<file path="src/rtl/prs_pkg.sv">
// ----------------------------------------------------------------------------
// prs_pkg
// Shared sizes, command and status codes, and channel / control types for the
// received packet store.
// ----------------------------------------------------------------------------
package prs_pkg;

  localparam int MAX_PACKETS_P = 16;
  localparam int MAX_FLITS     = 16;

  localparam int SLOT_W = $clog2(MAX_PACKETS_P);
  localparam int TOP_W  = $clog2(MAX_PACKETS_P + 1);
  localparam int CNT_W  = $clog2(MAX_FLITS + 1);
  localparam int FIDX_W = (MAX_FLITS > 1) ? $clog2(MAX_FLITS) : 1;
  localparam int ADDR_W = SLOT_W + FIDX_W;

  localparam logic [2:0] CMD_APPEND = 3'd0;
  localparam logic [2:0] CMD_COMMIT = 3'd1;
  localparam logic [2:0] CMD_PEEK   = 3'd2;
  localparam logic [2:0] CMD_POP    = 3'd3;
  localparam logic [2:0] CMD_TAKE   = 3'd4;

  localparam logic [1:0] ST_OK   = 2'd0;
  localparam logic [1:0] ST_MISS = 2'd1;
  localparam logic [1:0] ST_FULL = 2'd2;

  typedef struct packed {
    logic [2:0]  command;
    logic [63:0] flit_word;
    logic [7:0]  packet_tag;
  } in_item_t;

  typedef struct packed {
    logic [63:0] flit_out;
    logic [7:0]  tag_out;
    logic [4:0]  flits_in_packet;
    logic [4:0]  stored_packets;
    logic        has_flit;
    logic [1:0]  status;
    logic        last;
  } out_item_t;

  // controller -> datapath
  typedef struct packed {
    logic       accept;
    logic       emit_single;
    logic       apply;
    logic [1:0] single_status;
    logic       search_step;
    logic       rd_issue;
    logic       emit_pkt;
    logic       compact;
  } dp_cmd_t;

  // datapath -> controller
  typedef struct packed {
    logic [2:0] command;
    logic       full;
    logic       empty;
    logic       pkt_full;
    logic       tag_hit;
    logic       search_end;
    logic       cnt_zero;
    logic       flit_last;
    logic       pending;
    logic       out_free;
  } dp_stat_t;

endpackage

</file>
<file path="src/rtl/prs_ctrl.sv">
// ----------------------------------------------------------------------------
// prs_ctrl
// Command sequencer of the packet store: decode, tag search, flit streaming
// and compaction.
// ----------------------------------------------------------------------------
module prs_ctrl (
  input  logic               clk,
  input  logic               rst,
  input  logic               item_valid,
  output logic               item_stall,
  input  prs_pkg::dp_stat_t  stat,
  output prs_pkg::dp_cmd_t   cmd
);

  typedef enum logic [5:0] {
    S_IDLE    = 6'b000001,
    S_EXEC    = 6'b000010,
    S_SEARCH  = 6'b000100,
    S_STREAM  = 6'b001000,
    S_COMPACT = 6'b010000,
    S_SPARE   = 6'b100000
  } state_t;

  state_t state, state_next;

  always_ff @(posedge clk) begin
    if (rst) begin
      state <= S_IDLE;
    end else begin
      state <= state_next;
    end
  end

  assign item_stall = (state != S_IDLE);

  always_comb begin
    state_next = state;
    cmd        = '0;
    case (state)
      S_IDLE: begin
        if (item_valid) begin
          cmd.accept = 1'b1;
          state_next = S_EXEC;
        end
      end
      S_EXEC: begin
        case (stat.command)
          prs_pkg::CMD_APPEND: begin
            if (stat.out_free) begin
              cmd.emit_single   = 1'b1;
              cmd.apply         = !(stat.full || stat.pkt_full);
              cmd.single_status = (stat.full || stat.pkt_full) ?
                                  prs_pkg::ST_FULL : prs_pkg::ST_OK;
              state_next        = S_IDLE;
            end
          end
          prs_pkg::CMD_COMMIT: begin
            if (stat.out_free) begin
              cmd.emit_single   = 1'b1;
              cmd.apply         = !stat.full;
              cmd.single_status = stat.full ? prs_pkg::ST_FULL : prs_pkg::ST_OK;
              state_next        = S_IDLE;
            end
          end
          prs_pkg::CMD_PEEK, prs_pkg::CMD_TAKE: begin
            if (!stat.empty) begin
              state_next = (stat.command == prs_pkg::CMD_PEEK) ? S_STREAM : S_SEARCH;
            end else if (stat.out_free) begin
              cmd.emit_single   = 1'b1;
              cmd.single_status = prs_pkg::ST_MISS;
              state_next        = S_IDLE;
            end
          end
          prs_pkg::CMD_POP: begin
            if (stat.out_free) begin
              cmd.emit_single   = 1'b1;
              cmd.apply         = !stat.empty;
              cmd.single_status = stat.empty ? prs_pkg::ST_MISS : prs_pkg::ST_OK;
              state_next        = S_IDLE;
            end
          end
          default: begin
            if (stat.out_free) begin
              cmd.emit_single   = 1'b1;
              cmd.single_status = prs_pkg::ST_OK;
              state_next        = S_IDLE;
            end
          end
        endcase
      end
      S_SEARCH: begin
        // one committed slot per cycle, lowest first
        if (stat.tag_hit) begin
          state_next = S_STREAM;
        end else if (!stat.search_end) begin
          cmd.search_step = 1'b1;
        end else if (stat.out_free) begin
          cmd.emit_single   = 1'b1;
          cmd.single_status = prs_pkg::ST_MISS;
          state_next        = S_IDLE;
        end
      end
      S_STREAM: begin
        // next read goes out in the cycle its predecessor is emitted
        if (!stat.pending && !stat.cnt_zero) begin
          cmd.rd_issue = 1'b1;
        end else if (stat.out_free) begin
          cmd.emit_pkt = 1'b1;
          if (stat.flit_last) begin
            state_next = (stat.command == prs_pkg::CMD_TAKE) ? S_COMPACT : S_IDLE;
          end else begin
            cmd.rd_issue = 1'b1;
          end
        end
      end
      S_COMPACT: begin
        cmd.compact = 1'b1;
        state_next  = S_IDLE;
      end
      default: state_next = S_IDLE;
    endcase
  end

endmodule

</file>
<file path="config.mk">
export PLATFORM = sky130hd
export DESIGN_NAME = prs_ctrl
export DESIGN_NICKNAME = d
export VERILOG_FILES = /design/src/rtl/prs_pkg.sv /design/src/rtl/prs_ctrl.sv
export SDC_FILE = /design/constraint.sdc
export NUM_CORES = 1
export LEC_CHECK = 0
export BUFFER_PORTS_ARGS = -buffer_cell sky130_fd_sc_hd__buf_4
export CAP_MARGIN = 10
export CORE_AREA = 2 2 39 41
export DETAILED_ROUTE_END_ITERATION = 6
export DIE_AREA = 0 0 41 43
export PLACE_DENSITY = 0.73
export SYNTH_ARGS = -nofsm -noshare
export SYNTH_HDL_FRONTEND = slang
export SYNTH_SLANG_ARGS = --single-unit
</file>
<file path="constraint.sdc">
create_clock -name clk -period 4.6 [get_ports clk]
set_input_delay 0.92 -clock clk [delete_from_list [all_inputs] [get_ports clk]]
set_output_delay 0.92 -clock clk [all_outputs]
set_load 0.02 [all_outputs]
</file>
After elaboration in Yosys (flattened, before gate mapping)
Cells that the tools add are included.
{"block": "word_totals", "in_bits": 15, "reg_bits": 6, "out_inout_bits": 10}
{"block": "op_classes", "eq_ne": 15, "muxes": 42, "n_reduce_logical": 10}
{"op": "$mux 6", "n": 9}
{"op": "$pmux 6 s4", "n": 1}
{"op": "$mux 1", "n": 17}
{"op": "$mux 4", "n": 4}
{"op": "$mux 2", "n": 5}
{"op": "$ne 2x2->1 const B", "n": 4}
{"op": "$pmux 2 s4", "n": 1}
{"op": "$eq 3x2->1 const B", "n": 2}
{"op": "$eq 6x1->1 const B", "n": 1}
{"op": "$eq 6x2->1 const B", "n": 1}
{"op": "$eq 6x3->1 const B", "n": 1}
{"op": "$eq 6x4->1 const B", "n": 1}
{"op": "$eq 6x5->1 const B", "n": 1}
{"op": "$ne 6x1->1 const B", "n": 1}
{"op": "$logic_not 1->1", "n": 5}
{"op": "$mux 5", "n": 1}
{"op": "$reduce_and 5->1", "n": 1}
{"op": "$pmux 1 s4", "n": 1}
{"op": "$pmux 2 s2", "n": 1}
{"op": "$eq 3x1->1 const B", "n": 1}
{"op": "$eq 3x3->1 const B", "n": 1}
{"op": "$logic_not 3->1", "n": 1}
{"op": "$ne 3x3->1 const B", "n": 1}
{"op": "$pmux 1 s3", "n": 1}
{"op": "other kinds (4)", "n": 4}

Depth between registers and ports, before layout
{"block": "logic_depth", "depth_word": 6, "mapped_depth": 5}

Worst setup path after synthesis
OpenSTA, ideal clock, no wires.
{"block": "synth_path", "path_type": "in2out", "from": "in stat[9] (netlist bit)", "to": "out cmd[4] (netlist bit)", "arrival_time_ns": 1.906, "setup_slack_ns": 1.774, "stages": 4, "required_time_ns": 3.680, "n_path_buf": 0, "path_cell_list": "or3b_2 o21ai_0 a32oi_1 nor2_1"}
{"item": "from (decl)", "line": "prs_ctrl.sv:11", "rtl": "input prs_pkg::dp_stat_t stat,"}
{"item": "to (decl)", "line": "prs_ctrl.sv:12", "rtl": "output prs_pkg::dp_cmd_t cmd"}

==> run metrics <==
GP Congestion=0.8238; P&R area growth vs syn=38.89%; worst-case clock buffer depth=2; non-filler cells in the finished layout=116; Setup TNS Final=0 ns; Post-CTS Setup Bufs=0; area of the multi-input gates=420.4 µm²; startpoint types=primary input; status=completed; ys flop type=dfxtp_1; DRT Wirelength=1.339 mm; Post-DRT Antenna Nets=0; H-tree depth=1; CP required=3.68 ns; Clock Sink Count=6; commonest cells after routing, fill and taps aside=buf_4, nor2_1, nand2_1, dfxtp_1, inv_1; dpl hpwl=1.104 mm; RSZ-0062 raised after global routing=false; minimum clock period=2.921 ns; clk_lat worst skew=0.24 ns; Worst Max-Slew Pin Slew=0.4943 ns; First DRT Iteration DRCs=10; core footprint=1384 µm²; Syn Nets=89; Core Util, Final=56.51%; Antenna diodes=0; grt ovf=0; cell count after synthesis=74; Slew headroom=66.74%; most common cell after layout, fill and taps aside=buf_4; Synth Area per Inst=7.609 µm²; Syn Std Cell Area=563.0 µm²; Cell variety after synth=39; die height=43 µm; first-pass GRT wire length=2.021 mm; placed cells=113; Largest regs=state: 6 flops; Largest Register=state; DIE WIDTH=41 µm; initial antenna violation count=0; max reg flops=6; IO Port Bufs=24; critical path fanouts, max=4; Post-synth EDFFs=0; post-synthesis sequential element count=6; largest net degree at the start of global routing=10; MaxCap Viol Count=0; DRT Pass-1 Iters=4; IO Pins=25; Async SR Flop Fraction=0%; vias per inst=5.440; # resized after CTS=0; # nets final=117; DR WL/cell=11.54 µm; synth warn=0; Worst Setup End Kind=primary output; Root Driver=clkbuf_4; kind of critical path=in -> out; sequential share of the synthesized area=21.33%; clock skew=0.0006883 ns; PwrDens=170.8 nW/µm²; CTS tree=yes; CP arrival=2.00 ns; total number of vias=631; final hold viol count=0; register area=120.1 µm²; FILL cells=132; vias in the first global route=483; Rows=14; area of the die=1763 µm²; DR DRC count=0; Initial Util=40.69%; layout cells sized above 1=40.00%; CTS Hold Buffers Added=0; f_max=342.4 MHz; maximum VDD drop=0.1140 mV; share of the clock period used by the worst path=63.50%; hold slack final=0.5946 ns; final setup vio count=0; Inserted Clock Buffers=3; Worst Hold Class=reg -> reg; Worst-path clk slew=0.04 ns; Max Transition Viols Final=0; leakage=0.3268 nW; gr usage total=16.31%
[power breakdown]
group          total [W]  internal (W)  switching (W)  leakage, nW
sequential     0.0000556     0.0000535     0.00000204       0.0489
combinational  0.0000323     0.0000166      0.0000157        0.264
clock          0.0000457     0.0000293      0.0000164       0.0138
[critical path, cell delays in order]
cell	delay [ns]
buf_4	0.12
or3b_2	0.51
o21ai_0	0.10
a32oi_1	0.11
nor2_1	0.09
buf_4	0.14
[logic make-up after synthesis]
logic type | Yosys count | synth area share [%]
buffers and inverters | 6 | 4.000
XOR/XNOR | 2 | 3.112
AO/OA/AOI/OAI | 19 | 26.67
AND/OR/NAND/NOR | 40 | 44.22
flip-flops | 6 | 21.33
other | 1 | 0.6660
[stage by stage]
step / cell area [µm²] / total power [W] / setup slack (ns)
finish: 782.0 / 0.0001336 / 1.679
global route: 782.0 / 0.0001416 / 1.574
CTS: 782.0 / 0.0001357 / 1.678
detailed placement: 759.5 / 0.00008868 / 1.687
global placement: 759.5 / 0.00008828 / 1.684
floorplan: 563.0 / 0.00007147 / 1.775
[Yosys cell counts (all sizes together) (2+ instances only)]
cell type   n  share of area [%]
nor2       11                7.3
nand2       7                4.7
dfxtp       6                 21
inv         5                3.3
a21oi       4                3.6
nor3        4                5.6
nor4        3                4.4
or4b        3                6.0
a211oi      2                4.4
a32oi       2                3.1
nand2b      2                2.2
o21ai       2                1.8
[worst paths after layout]
kind         startpoint        to  slack [ns]  cells past startpoint
max             stat[9]    cmd[4]        1.68                      6
min            state[1]  state[1]        0.59                      2
max reg2reg    state[1]  state[0]        2.96                      4
min reg2reg    state[1]  state[1]        0.59                      2
[layer usage]
layer / vias up / track usage [%] / part of all wire (%)
li1: 329 / - / -
met1: 289 / 23.38 / 47
met2: 13 / 24.38 / 47
met3: 0 / 4.712 / 5.0
met4: 0 / 2.000 / 0
met5: - / 0 / 0
[cell type report]
type / instances / share of cell area (%)
inverter: 5 / 2.400
sequential: 6 / 15.36
timing repair buffer: 24 / 23.04
tap: 16 / 2.560
clock buffer: 3 / 2.880
multi-input combinational: 62 / 53.76
No activity file was read; power rests on OpenSTA's default activity.
